## src/etc2_pkg.sv

```systemverilog
`timescale 1ns / 1ps
// ----------------------------------------------------------------------------
// ETC2/EAC decoder package
// Shared types, tables and helpers for the block decoder.
// ----------------------------------------------------------------------------
package etc2_pkg;

   localparam logic [1:0] FMT_RGB8  = 2'd0;
   localparam logic [1:0] FMT_PUNCH = 2'd1;
   localparam logic [1:0] FMT_RGBA8 = 2'd2;

   localparam logic [1:0] MODE_IND    = 2'd0;
   localparam logic [1:0] MODE_T      = 2'd1;
   localparam logic [1:0] MODE_H      = 2'd2;
   localparam logic [1:0] MODE_PLANAR = 2'd3;

   localparam logic [1:0] ADDR_FORMAT = 2'd0;

   // per-block decoded parameters shared by all lanes
   typedef struct packed {
      logic [1:0]  mode;
      logic        clear;
      logic        flip;
      logic [2:0]  tab0;
      logic [2:0]  tab1;
      logic [23:0] base0;   // R 7:0, G 15:8, B 23:16
      logic [23:0] base1;
      logic [95:0] paint;   // four paint colors, 24 bits each
      logic [23:0] org;     // planar origin
      logic [23:0] hor;
      logic [23:0] ver;
      logic [31:0] idx;     // color index bits
      logic        alpha_en;
      logic [7:0]  a_base;
      logic [3:0]  a_mul;
      logic [3:0]  a_tab;
      logic [47:0] a_idx;
   } blk_type;

   function automatic logic [7:0] w4(input logic [3:0] v);
      return {v, v};
   endfunction

   function automatic logic [7:0] w5(input logic [4:0] v);
      return {v, v[4:2]};
   endfunction

   function automatic logic [7:0] w6(input logic [5:0] v);
      return {v, v[5:4]};
   endfunction

   function automatic logic [7:0] w7(input logic [6:0] v);
      return {v, v[6]};
   endfunction

   function automatic logic [7:0] clamp8(input logic signed [11:0] v);
      if (v < 0) return 8'd0;
      else if (v > 12'sd255) return 8'd255;
      else return v[7:0];
   endfunction

   function automatic logic signed [8:0] etc_mod(input logic [2:0] t, input logic [1:0] i);
      logic [7:0] m;
      case (t)
         3'd0: m = 8'd2;   3'd1: m = 8'd5;   3'd2: m = 8'd9;   3'd3: m = 8'd13;
         3'd4: m = 8'd18;  3'd5: m = 8'd24;  3'd6: m = 8'd33;  default: m = 8'd47;
      endcase
      if (i[0]) begin
         case (t)
            3'd0: m = 8'd8;   3'd1: m = 8'd17;  3'd2: m = 8'd29;  3'd3: m = 8'd42;
            3'd4: m = 8'd60;  3'd5: m = 8'd80;  3'd6: m = 8'd106; default: m = 8'd183;
         endcase
      end
      return i[1] ? -$signed({1'b0, m}) : $signed({1'b0, m});
   endfunction

   function automatic logic [6:0] th_dist(input logic [2:0] i);
      case (i)
         3'd0: return 7'd3;   3'd1: return 7'd6;   3'd2: return 7'd11;  3'd3: return 7'd16;
         3'd4: return 7'd23;  3'd5: return 7'd32;  3'd6: return 7'd41;  default: return 7'd64;
      endcase
   endfunction

   function automatic logic signed [4:0] eac_mod(input logic [3:0] t, input logic [2:0] i);
      logic [31:0] r;
      case (t)
         4'd0:  r = {4'd14, 4'd8, 4'd5, 4'd2, 4'd15, 4'd9, 4'd6, 4'd3};
         4'd1:  r = {4'd12, 4'd9, 4'd6, 4'd2, 4'd13, 4'd10, 4'd7, 4'd3};
         4'd2:  r = {4'd12, 4'd7, 4'd4, 4'd1, 4'd13, 4'd8, 4'd5, 4'd2};
         4'd3:  r = {4'd12, 4'd5, 4'd3, 4'd1, 4'd13, 4'd6, 4'd4, 4'd2};
         4'd4:  r = {4'd11, 4'd7, 4'd5, 4'd2, 4'd12, 4'd8, 4'd6, 4'd3};
         4'd5:  r = {4'd10, 4'd8, 4'd6, 4'd2, 4'd11, 4'd9, 4'd7, 4'd3};
         4'd6:  r = {4'd10, 4'd7, 4'd6, 4'd3, 4'd11, 4'd8, 4'd7, 4'd4};
         4'd7:  r = {4'd10, 4'd7, 4'd4, 4'd2, 4'd11, 4'd8, 4'd5, 4'd3};
         4'd8:  r = {4'd9, 4'd7, 4'd5, 4'd1, 4'd10, 4'd8, 4'd6, 4'd2};
         4'd9:  r = {4'd9, 4'd7, 4'd4, 4'd1, 4'd10, 4'd8, 4'd5, 4'd2};
         4'd10: r = {4'd9, 4'd7, 4'd3, 4'd1, 4'd10, 4'd8, 4'd4, 4'd2};
         4'd11: r = {4'd9, 4'd6, 4'd4, 4'd1, 4'd10, 4'd7, 4'd5, 4'd2};
         4'd12: r = {4'd9, 4'd6, 4'd3, 4'd2, 4'd10, 4'd7, 4'd4, 4'd3};
         4'd13: r = {4'd9, 4'd2, 4'd1, 4'd0, 4'd10, 4'd3, 4'd2, 4'd1};
         4'd14: r = {4'd8, 4'd7, 4'd5, 4'd3, 4'd9, 4'd8, 4'd6, 4'd4};
         default: r = {4'd8, 4'd6, 4'd4, 4'd2, 4'd9, 4'd7, 4'd5, 4'd3};
      endcase
      // low nibbles hold magnitudes; entries 0..3 negative, 4..7 positive
      return i[2] ? $signed({1'b0, r[4*i +: 4]}) : -$signed({1'b0, r[4*i +: 4]});
   endfunction

endpackage

```

## src/etc2_hdr.sv

```systemverilog
`timescale 1ns / 1ps
// ----------------------------------------------------------------------------
// ETC2 header decode
// Mode select, base, paint and planar colors, indices and alpha fields for one block; registered.
// ----------------------------------------------------------------------------
module etc2_hdr (
   input  logic              clock,
   input  logic              en,
   input  logic [63:0]       c,
   input  logic [63:0]       w,
   input  logic [1:0]        fmt,
   output etc2_pkg::blk_type blk_ff
);

   etc2_pkg::blk_type blk_in;

   logic              punch, opaque, diffm;
   logic signed [5:0] sr, sg, sb;
   logic              rok, gok, bok;
   logic [23:0]       b0, b1;
   logic [6:0]        d;
   logic [7:0]        p0 [3];
   logic [7:0]        p1 [3];
   logic [7:0]        p2 [3];
   logic [7:0]        p3 [3];
   logic [23:0]       v0, v1;

   always_comb begin
      punch  = fmt == etc2_pkg::FMT_PUNCH;
      opaque = c[33];
      diffm  = punch || opaque;
      sr = $signed({1'b0, c[63:59]}) + $signed({{3{c[58]}}, c[58:56]});
      sg = $signed({1'b0, c[55:51]}) + $signed({{3{c[50]}}, c[50:48]});
      sb = $signed({1'b0, c[47:43]}) + $signed({{3{c[42]}}, c[42:40]});
      rok = sr >= 0 && sr <= 31;
      gok = sg >= 0 && sg <= 31;
      bok = sb >= 0 && sb <= 31;

      blk_in = '0;
      blk_in.clear = punch && !opaque;
      blk_in.flip  = c[32];
      blk_in.tab0  = c[39:37];
      blk_in.tab1  = c[36:34];
      blk_in.idx   = c[31:0];
      blk_in.alpha_en = fmt == etc2_pkg::FMT_RGBA8;
      blk_in.a_base = w[63:56];
      blk_in.a_mul  = w[55:52];
      blk_in.a_tab  = w[51:48];
      blk_in.a_idx  = w[47:0];

      if (!diffm) begin
         b0 = {etc2_pkg::w4(c[47:44]), etc2_pkg::w4(c[55:52]), etc2_pkg::w4(c[63:60])};
         b1 = {etc2_pkg::w4(c[43:40]), etc2_pkg::w4(c[51:48]), etc2_pkg::w4(c[59:56])};
      end else begin
         b0 = {etc2_pkg::w5(c[47:43]), etc2_pkg::w5(c[55:51]), etc2_pkg::w5(c[63:59])};
         b1 = {etc2_pkg::w5(sb[4:0]), etc2_pkg::w5(sg[4:0]), etc2_pkg::w5(sr[4:0])};
      end
      blk_in.base0 = b0;
      blk_in.base1 = b1;

      // T mode
      d = etc2_pkg::th_dist({c[35:34], c[32]});
      p0[0] = etc2_pkg::w4({c[60:59], c[57:56]});
      p0[1] = etc2_pkg::w4(c[55:52]);
      p0[2] = etc2_pkg::w4(c[51:48]);
      p2[0] = etc2_pkg::w4(c[47:44]);
      p2[1] = etc2_pkg::w4(c[43:40]);
      p2[2] = etc2_pkg::w4(c[39:36]);
      for (int k = 0; k < 3; k++) begin
         p1[k] = etc2_pkg::clamp8($signed({4'd0, p2[k]}) + $signed({5'd0, d}));
         p3[k] = etc2_pkg::clamp8($signed({4'd0, p2[k]}) - $signed({5'd0, d}));
      end
      if (!rok) begin
         blk_in.mode = etc2_pkg::MODE_T;
      end else if (!gok) begin
         blk_in.mode = etc2_pkg::MODE_H;
         p0[0] = etc2_pkg::w4(c[62:59]);
         p0[1] = etc2_pkg::w4({c[58:56], c[52]});
         p0[2] = etc2_pkg::w4({c[51], c[49:47]});
         p2[0] = etc2_pkg::w4(c[46:43]);
         p2[1] = etc2_pkg::w4(c[42:39]);
         p2[2] = etc2_pkg::w4(c[38:35]);
         v0 = {p0[0], p0[1], p0[2]};
         v1 = {p2[0], p2[1], p2[2]};
         d = etc2_pkg::th_dist({c[34], c[32], v0 >= v1});
         for (int k = 0; k < 3; k++) begin
            p1[k] = etc2_pkg::clamp8($signed({4'd0, p0[k]}) - $signed({5'd0, d}));
            p3[k] = etc2_pkg::clamp8($signed({4'd0, p2[k]}) - $signed({5'd0, d}));
            p0[k] = etc2_pkg::clamp8($signed({4'd0, p0[k]}) + $signed({5'd0, d}));
            p2[k] = etc2_pkg::clamp8($signed({4'd0, p2[k]}) + $signed({5'd0, d}));
         end
      end else if (!bok) begin
         blk_in.mode = etc2_pkg::MODE_PLANAR;
      end else begin
         blk_in.mode = etc2_pkg::MODE_IND;
      end
      if (!diffm) blk_in.mode = etc2_pkg::MODE_IND;
      v0 = '0;
      v1 = '0;
      blk_in.paint = {p3[2], p3[1], p3[0], p2[2], p2[1], p2[0],
                      p1[2], p1[1], p1[0], p0[2], p0[1], p0[0]};

      blk_in.org = {etc2_pkg::w6({c[48], c[44:43], c[41:39]}),
                    etc2_pkg::w7({c[56], c[54:49]}), etc2_pkg::w6(c[62:57])};
      blk_in.hor = {etc2_pkg::w6(c[24:19]), etc2_pkg::w7(c[31:25]),
                    etc2_pkg::w6({c[38:34], c[32]})};
      blk_in.ver = {etc2_pkg::w6(c[5:0]), etc2_pkg::w7(c[12:6]), etc2_pkg::w6(c[18:13])};
   end

   always_ff @(posedge clock) begin
      if (en) blk_ff <= blk_in;
   end

endmodule

```

## src/etc2_lane.sv

```systemverilog
`timescale 1ns / 1ps
// ----------------------------------------------------------------------------
// ETC2 pixel lane
// Decodes one pixel (fixed column) of the current row; registered output.
// ----------------------------------------------------------------------------
module etc2_lane (
   input  logic              clock,
   input  logic              en,
   input  logic [1:0]        col,
   input  logic [1:0]        row,
   input  etc2_pkg::blk_type blk,
   output logic [31:0]       px_ff
);

   logic [31:0]        px_in;
   logic [3:0]         pn;
   logic [1:0]         ci;
   logic               sub;
   logic signed [8:0]  m;
   logic [23:0]        bs;
   logic [7:0]         ch [3];
   logic signed [12:0] s;
   logic [2:0]         ai;
   logic signed [9:0]  am;
   logic [7:0]         a;
   logic [7:0]         o, h, v;

   always_comb begin
      pn  = {col, row};
      ci  = {blk.idx[16 + pn], blk.idx[pn]};
      sub = blk.flip ? row[1] : col[1];
      m   = etc2_pkg::etc_mod(sub ? blk.tab1 : blk.tab0, ci);
      if (blk.clear && ci == 2'd0) m = '0;
      bs  = sub ? blk.base1 : blk.base0;
      for (int k = 0; k < 3; k++) begin
         o = blk.org[8*k +: 8];
         h = blk.hor[8*k +: 8];
         v = blk.ver[8*k +: 8];
         s = $signed({11'd0, col}) * ($signed({5'd0, h}) - $signed({5'd0, o}))
           + $signed({11'd0, row}) * ($signed({5'd0, v}) - $signed({5'd0, o}))
           + $signed({3'd0, o, 2'd2});
         case (blk.mode)
            etc2_pkg::MODE_IND:
               ch[k] = etc2_pkg::clamp8($signed({4'd0, bs[8*k +: 8]}) + 12'(m));
            etc2_pkg::MODE_PLANAR:
               // arithmetic shift floors the divide by four
               ch[k] = etc2_pkg::clamp8(12'(s >>> 2));
            default:
               ch[k] = blk.paint[24*ci + 8*k +: 8];
         endcase
      end
      // pixel n takes the 3-bit index at bits 47-3n down to 45-3n
      ai = blk.a_idx[45 - 3*pn +: 3];
      am = 10'($signed({1'b0, blk.a_mul}) * etc2_pkg::eac_mod(blk.a_tab, ai));
      a  = etc2_pkg::clamp8($signed({4'd0, blk.a_base}) + 12'(am));
      if (!blk.alpha_en) a = 8'd255;
      px_in = {a, ch[2], ch[1], ch[0]};
      if (blk.mode != etc2_pkg::MODE_PLANAR && blk.clear && ci == 2'd2) px_in = '0;
   end

   always_ff @(posedge clock) begin
      if (en) px_ff <= px_in;
   end

endmodule

```

## src/etc2_eac_block_decoder.sv

```systemverilog
`timescale 1ns / 1ps
// ----------------------------------------------------------------------------
// ETC2/EAC block decoder
// The header stage registers an accepted block; the lane stage then registers its rows.
// A new block is accepted as the last row of the previous block enters the lane stage.
// Four pixel lanes decode one row per cycle from registered block header, unless the output stalls.
// Reset: synchronous active high; clears format and all valid flags.
// ----------------------------------------------------------------------------
module etc2_eac_block_decoder (
   input  logic         clock,
   input  logic         reset,
   input  logic         req_tvalid,
   output logic         req_tready,
   input  logic [127:0] req_tdata,   // color_block[63:0], alpha_block[127:64]
   output logic         rsp_tvalid,
   input  logic         rsp_tready,
   output logic [135:0] rsp_tdata,   // row_index[1:0], px0..px3 at [33:2].. [129:98]
   output logic         rsp_tlast,   // last_row
   input  logic         csr_psel,
   input  logic         csr_penable,
   input  logic         csr_pwrite,
   input  logic [1:0]   csr_paddr,
   input  logic [31:0]  csr_pwdata,
   output logic [31:0]  csr_prdata,
   output logic         csr_pready
);

   logic [1:0] fmt_ff;
   // stage 1: header registered; stage 2: row lanes -> output
   logic       hv_ff;
   logic [1:0] row_ff;
   logic       ov_ff;
   logic [1:0] orow_ff;
   logic       adv1, hdr_en, hdr_free;
   etc2_pkg::blk_type blk;
   logic [31:0] px [4];

   assign csr_pready = 1'b1;
   assign csr_prdata = (csr_paddr == etc2_pkg::ADDR_FORMAT) ? {30'd0, fmt_ff} : 32'd0;

   // lane stage advances when a header is held and output is empty or being taken
   assign adv1     = hv_ff && (!ov_ff || rsp_tready);
   assign hdr_free = !hv_ff || (adv1 && row_ff == 2'd3);
   assign req_tready = hdr_free;
   assign hdr_en   = req_tvalid && hdr_free;

   always_ff @(posedge clock) begin
      if (reset) begin
         fmt_ff  <= etc2_pkg::FMT_RGB8;
         hv_ff   <= 1'b0;
         row_ff  <= '0;
         ov_ff   <= 1'b0;
         orow_ff <= '0;
      end else begin
         if (csr_psel && csr_penable && csr_pwrite && csr_paddr == etc2_pkg::ADDR_FORMAT)
            fmt_ff <= csr_pwdata[1:0];
         if (hdr_en) begin
            hv_ff  <= 1'b1;
            row_ff <= '0;
         end else if (adv1) begin
            if (row_ff == 2'd3) hv_ff <= 1'b0;
            row_ff <= row_ff + 2'd1;
         end
         if (adv1) begin
            ov_ff   <= 1'b1;
            orow_ff <= row_ff;
         end else if (rsp_tready) begin
            ov_ff <= 1'b0;
         end
      end
   end

   etc2_hdr u_hdr (
      .clock (clock),
      .en    (hdr_en),
      .c     (req_tdata[63:0]),
      .w     (req_tdata[127:64]),
      .fmt   (fmt_ff),
      .blk_ff(blk)
   );

   for (genvar i = 0; i < 4; i++) begin : g_lane
      etc2_lane u_lane (
         .clock(clock),
         .en   (adv1),
         .col  (2'(i)),
         .row  (row_ff),
         .blk  (blk),
         .px_ff(px[i])
      );
   end

   assign rsp_tvalid = ov_ff;
   assign rsp_tdata  = {6'd0, px[3], px[2], px[1], px[0], orow_ff};
   assign rsp_tlast  = orow_ff == 2'd3;

endmodule

```

## config.mk

```make
export PLATFORM = sky130hd
export DESIGN_NAME = etc2_eac_block_decoder
export DESIGN_NICKNAME = d
export VERILOG_FILES = /design/src/etc2_pkg.sv /design/src/etc2_hdr.sv /design/src/etc2_lane.sv /design/src/etc2_eac_block_decoder.sv
export SDC_FILE = /design/constraint.sdc
export NUM_CORES = 2
export LEC_CHECK = 0
export BUFFER_PORTS_ARGS = -buffer_cell sky130_fd_sc_hd__buf_2
export CAP_MARGIN = 30
export CORE_ASPECT_RATIO = 1.1
export CORE_MARGIN = 2
export CORE_UTILIZATION = 45
export DETAILED_ROUTE_END_ITERATION = 8
export PLACE_DENSITY = 0.61
export SKIP_CTS_REPAIR_TIMING = 1
export SYNTH_ARGS = -nofsm -noshare
export SYNTH_HDL_FRONTEND = slang
export SYNTH_SLANG_ARGS = --single-unit
```

## constraint.sdc

```tcl
create_clock -name clock -period 36.2 [get_ports clock]
set_input_delay 5.43 -clock clock [delete_from_list [all_inputs] [get_ports clock]]
set_output_delay 5.43 -clock clock [all_outputs]
set_load 0.01 [all_outputs]
```

Word-level counts from Yosys, hierarchy flattened
Memories as Yosys holds them, arrays and structs flattened. A register that Yosys moved wholly into a read port is not among the register bits.
Index checks and enable logic that the tools add are counted.

word-level totals
  latch bits = 0
  bits in writable memories = 0
  flip-flop bits (word level) = 459
  bits of input ports = 169
  memories = 4
  output and inout port bits = 172
  ROM bits = 1600
  logic and storage cells = 517

memories
  name             depth  bits a word  rd ports  clocked after memory_dff  write ports  line            source
  (no name shown)  16     25           1         1                         0            etc2_pkg.sv:86  case (t)
  (no name shown)  16     25           1         1                         0            etc2_pkg.sv:86
  (no name shown)  16     25           1         1                         0            etc2_pkg.sv:86
  (no name shown)  16     25           1         1                         0            etc2_pkg.sv:86

cells by class
  shift operators = 20
  bitwise operators = 0
  mux-type cells = 177
  $mul = 18
  add/subtract/negate cells = 89
  eq/ne operators = 34
  reduce and logical (&&, ||, !) cells = 41
  $lt $le $gt $ge = 107
  div/mod/pow operators = 0

operators with widths
  kind                                                            number
  two-way mux 8 bit                                               100
  variable part select 96 x 33 -> 8 bit                           8
  variable part select 96 x 8 -> 8 bit                            4
  two-way mux 24 bit                                              11
  one-hot mux 8 bit (2 select lines)                              12
  variable part select 48 x 33 -> 3 bit                           4
  greater-than comparator 11 x 9 -> 1 bit, second input constant  16
  < comparator 11 x 1 -> 1 bit, second input constant             16
  adder 13 x 11 -> 13 bit                                         12
  < comparator 32 x 6 -> 1 bit, second input constant             4
  variable part select 32 x 6 -> 4 bit                            4
  adder 9 x 9 -> 10 bit                                           12
  greater-than comparator 10 x 9 -> 1 bit, second input constant  12
  < comparator 10 x 1 -> 1 bit, second input constant             12
  one-hot mux 8 bit (7 select lines)                              2
  greater-than comparator 12 x 9 -> 1 bit, second input constant  9
  < comparator 12 x 1 -> 1 bit, second input constant             9
  one-hot mux 7 bit (7 select lines)                              2
  adder 13 bit                                                    7
  one-hot mux 6 bit (7 select lines)                              2
  adder 8 x 7 -> 9 bit                                            9
  greater-than comparator 9 bit, second input constant            9
  < comparator 9 x 1 -> 1 bit, second input constant              9
  subtractor 8 x 7 -> 9 bit                                       9
  other kinds (51)                                                192

Longest topological paths before layout
  depth in word-level cells = 13
  depth in mapped cells = 40
  depth with buffers taken out = 34

By module
From an unflattened synthesis, not the netlist that was laid out.

second synthesis, totals
  cells, all modules = 8291
  area, all modules = 74445.1 um^2

by module, submodules not included
  module                        cells an instance  seq. area each (um^2)  instances  area each (um^2)
  etc2_hdr                      1425               7867.5                 1          16111.7
  etc2_lane (g_lane[1].u_lane)  1736               960.9                  1          14579.0
  etc2_lane (g_lane[0].u_lane)  1698               960.9                  1          14542.7
  etc2_lane (g_lane[2].u_lane)  1717               960.9                  1          14386.3
  etc2_lane (g_lane[3].u_lane)  1634               960.9                  1          14153.6
  etc2_eac_block_decoder        81                 160.2                  1          671.9

Worst setup path before layout
OpenSTA, ideal clock, no wires.

  kind = input-to-reg
  start = in rsp_tready
  end = reg with a tool-made name
  library setup time = 0.136 ns
  path slack = 13.140 ns
  stages on the path = 8
  data required time = 36.064 ns
  data arrival time = 22.924 ns
  cell sequence = nand2b_1 > nand2_1 > a21oi_1 > mux2i_1 > ha_1 > nand2b_1 > a21oi_1 > nor2_1

RTL lines
  item                line                          source
  start: declaration  etc2_eac_block_decoder.sv:16  input logic rsp_tready,

Worst setup path in the final report
  start = in rsp_tready
  end = out req_tready

between the ends
  cells in the longest elaborated chain, start to end = 4

RTL lines
  item               line                          source
  logical OR 1 bit   etc2_eac_block_decoder.sv:42  assign adv1 = hv_ff && (!ov_ff || rsp_tready);
  logical AND 1 bit  etc2_eac_block_decoder.sv:42
  logical AND 1 bit  etc2_eac_block_decoder.sv:43  assign hdr_free = !hv_ff || (adv1 && row_ff == 2'd3);
  logical OR 1 bit   etc2_eac_block_decoder.sv:43
  end: declaration   etc2_eac_block_decoder.sv:13  output logic req_tready,

Every way passes these cells.

==> run summary <==
Initial antenna violation count -> 11
Die area -> 116,700 um^2
Post-synth ARST share -> 0%
Residual DRC count -> 0
DP Area -> 54,030 um^2
GPL Wtd Cong -> 0.9641
Post-synthesis cell type count -> 99
RSZ-0062 raised after global routing -> no
Die X -> 325.9 um
Crit path arrival time -> 6.12 ns
IO buf count -> 273
Largest net degree at the start of global routing -> 86
Leading area contributor after synthesis -> edfxtp_1
Drt pass-1 iters -> 6
Top post-synthesis cells by area -> edfxtp_1 (23%), ha_1 (15%), fa_1 (7.5%)
Clock skew -> 0.04015 ns
Commonest non-fill, non-tap cell in the layout -> ha_1
Slew margin rel. -> 21.45%
Post-synth top flop -> edfxtp_1
Synth Cell Area -> 51,310 um^2
WL/cell -> 23.69 um
Count of final max-slew check failures -> 0
Final number of setup-violating endpoints -> 0
Flop-to-flop setup slack -> 25.53 ns
DR vias/cell -> 5.968
Die Ht -> 358.1 um
Final Critical Period -> 11.55 ns
Inserted Clock Buffers -> 52
Crit path from -> rsp_tready
Critical Path Fanout Max -> 3
Cells after Synth -> 5,782
Initial core utilization -> 45.47%
Ys Warns -> 0
Crit end category -> primary output
Run status -> completed
Hold path endpoint -> orow_ff[0]
Post-layout nets -> 6,943
CTS max path bufs -> 3
CP Data Required Time -> 30.77 ns
CTS tree -> done
Design area -> 55,890 um^2
Power per cell area -> 61.69 nW/um^2
Crit start category -> primary input
# fillers -> 10,830
Total gr overflow -> 0
Commonest non-fill, non-tap cells in the layout -> ha_1 (626), o21ai_0 (534), inv_1 (529)
IO Pins -> 341
Global Route Usage Sum -> 29.73%
Core ar. -> 112,800 um^2
Iter 0 DRT Violations -> 4,300
Reg2reg start -> row_ff[0]
Number of core rows -> 129
H-tree levels -> 2
Clock Latency Late Sink -> 0.68 ns
Max-capacitance violation count -> 0
R2R Path End -> g_lane[0].u_lane.px_ff[31]
Post-synth EDFFs -> 390
Register area share after synthesis -> 24.11%
Layout cell share with drive strength beyond 1 -> 10.51%
Antenna Violating Nets Remaining -> 0
Vias in the first global route -> 42,230
Final WL -> 177,700 um
Cells on worst reg2reg path -> 29
Setup TNS -> 0 ns
First-pass GRT wire length -> 262,500 um
FMAX -> 86.57 MHz
Hold path startpoint -> orow_ff[0]
Worst-Margin Slew -> 1.178 ns
Min-delay worst type -> flop to flop
Fin. Hold Viols -> 0
Fin crit share -> 31.91%
Hpwl dp -> 140,500 um
Root buffer cell -> clkbuf_16
Syn_area_per_cell -> 8.873 um^2
Clock transition at path regs -> 0.06 ns
Synth top area share -> 22.83%
Setup Crit Path Kind -> primary input to primary output
Maximum VDD drop -> 0.07178 mV
Area grow syn2layout -> 8.945%
Synth Register Bits -> 423
Static leakage -> 24.71 nW
Hold depth -> 2
CTS Sinks -> 423
Vias -> 44,780
state kept, by name, indices dropped and copies added, names as in the netlist, named ones only:
| name | cells |
|---|---|
| fmt_ff | 2 |
| g_lane.u_lane.px_ff | 128 |
| hv_ff | 1 |
| orow_ff | 2 |
| row_ff | 2 |
| rsp_tvalid | 1 |
| u_hdr.blk_ff | 262 |
layer usage:
| layer | vias to the layer above | wire length (um) | GRT usage (%) |
|---|---|---|---|
| li1 | 21060 | - | - |
| met1 | 21580 | 75620 | 39.44 |
| met2 | 1795 | 82090 | 49.29 |
| met3 | 343 | 11890 | 3.518 |
| met4 | 2 | 8125 | 12.32 |
| met5 | - | 7 | 0 |
synth_stat cells (28+ instances only):
master and n:
mux4_2 52, o211ai_1 68, edfxtp_1 390, nor3_1 85, o31ai_1 42, o21a_1 133, a21boi_0 28, xor2_1 91
nand2_1 343, clkbuf_1 147, o21bai_1 71, buf_4 48, a31oi_1 42, a21oi_1 475, a221oi_1 38, and3_1 28
dfxtp_1 33, a21o_1 127, o21ai_0 535, buf_1 32, nor2_1 495, o22ai_1 44, nand3_1 43, ha_1 629
mux2i_1 184, fa_1 192, xnor2_1 223, mux2_2 78, nand2b_1 73, nor2b_1 66, or2_2 28, inv_1 530
and2_1 82, a211oi_1 40
worst max-delay path by stage:
stage                  to  cells past startpoint
3_5_place_dp   req_tready                      5
2_1_floorplan        flop                      8
6_report       req_tready                      5
3_3_place_gp   req_tready                      5
5_1_grt        req_tready                      5
4_1_cts        req_tready                      5
layout make-up:
class,instances,area [um^2],area share (%)
tap,1506,1884,3.371
timing repair buffer,333,1857,3.322
clock inverter,39,447.9,0.8014
inverter,536,2017,3.608
multi-input combinational,4607,35930,64.29
clock buffer,57,1373,2.456
sequential,423,12380,22.14
antenna,2,5.005,0.008954
metrics by stage:
stage	utilization [%]	std cells	hold slack [ns]	setup WS [ns]	total power, mW
global route	49.54	7501	0.5330	24.62	3.738
floorplan	-	5817	0.4527	13.14	2.289
detailed placement	47.89	7403	0.4940	24.67	2.855
CTS	49.51	7499	0.5039	24.66	3.442
global placement	47.86	7400	0.4770	24.67	2.834
finish	49.54	7503	0.5024	24.65	3.448
power by group:
| part | internal (mW) | leakage (nW) | total (mW) | switching [mW] |
|---|---|---|---|---|
| Clock | 0.323 | 0.890 | 0.563 | 0.240 |
| Combinational | 0.882 | 19.8 | 2.20 | 1.32 |
| Sequential | 0.632 | 3.99 | 0.686 | 0.0534 |
worst max-delay path, cell delays in order:
cell and delay (ns):
buf_2 0.09, nand2b_1 0.18, nand2_1 0.15, nand2_1 0.10, buf_2 0.17
logic make-up after synthesis:
group / Yosys count / share of synthesized area (%)
flip-flops: 423 / 24.11
adder cells (fa/ha/maj): 822 / 22.85
AO/OA/AOI/OAI: 1814 / 22.07
multiplexers: 315 / 7.611
other: 2 / 0.01464
buffers and inverters: 787 / 6.241
XOR/XNOR: 317 / 5.482
AND/OR/NAND/NOR: 1302 / 11.61
Power figures use the tool's default switching activity.
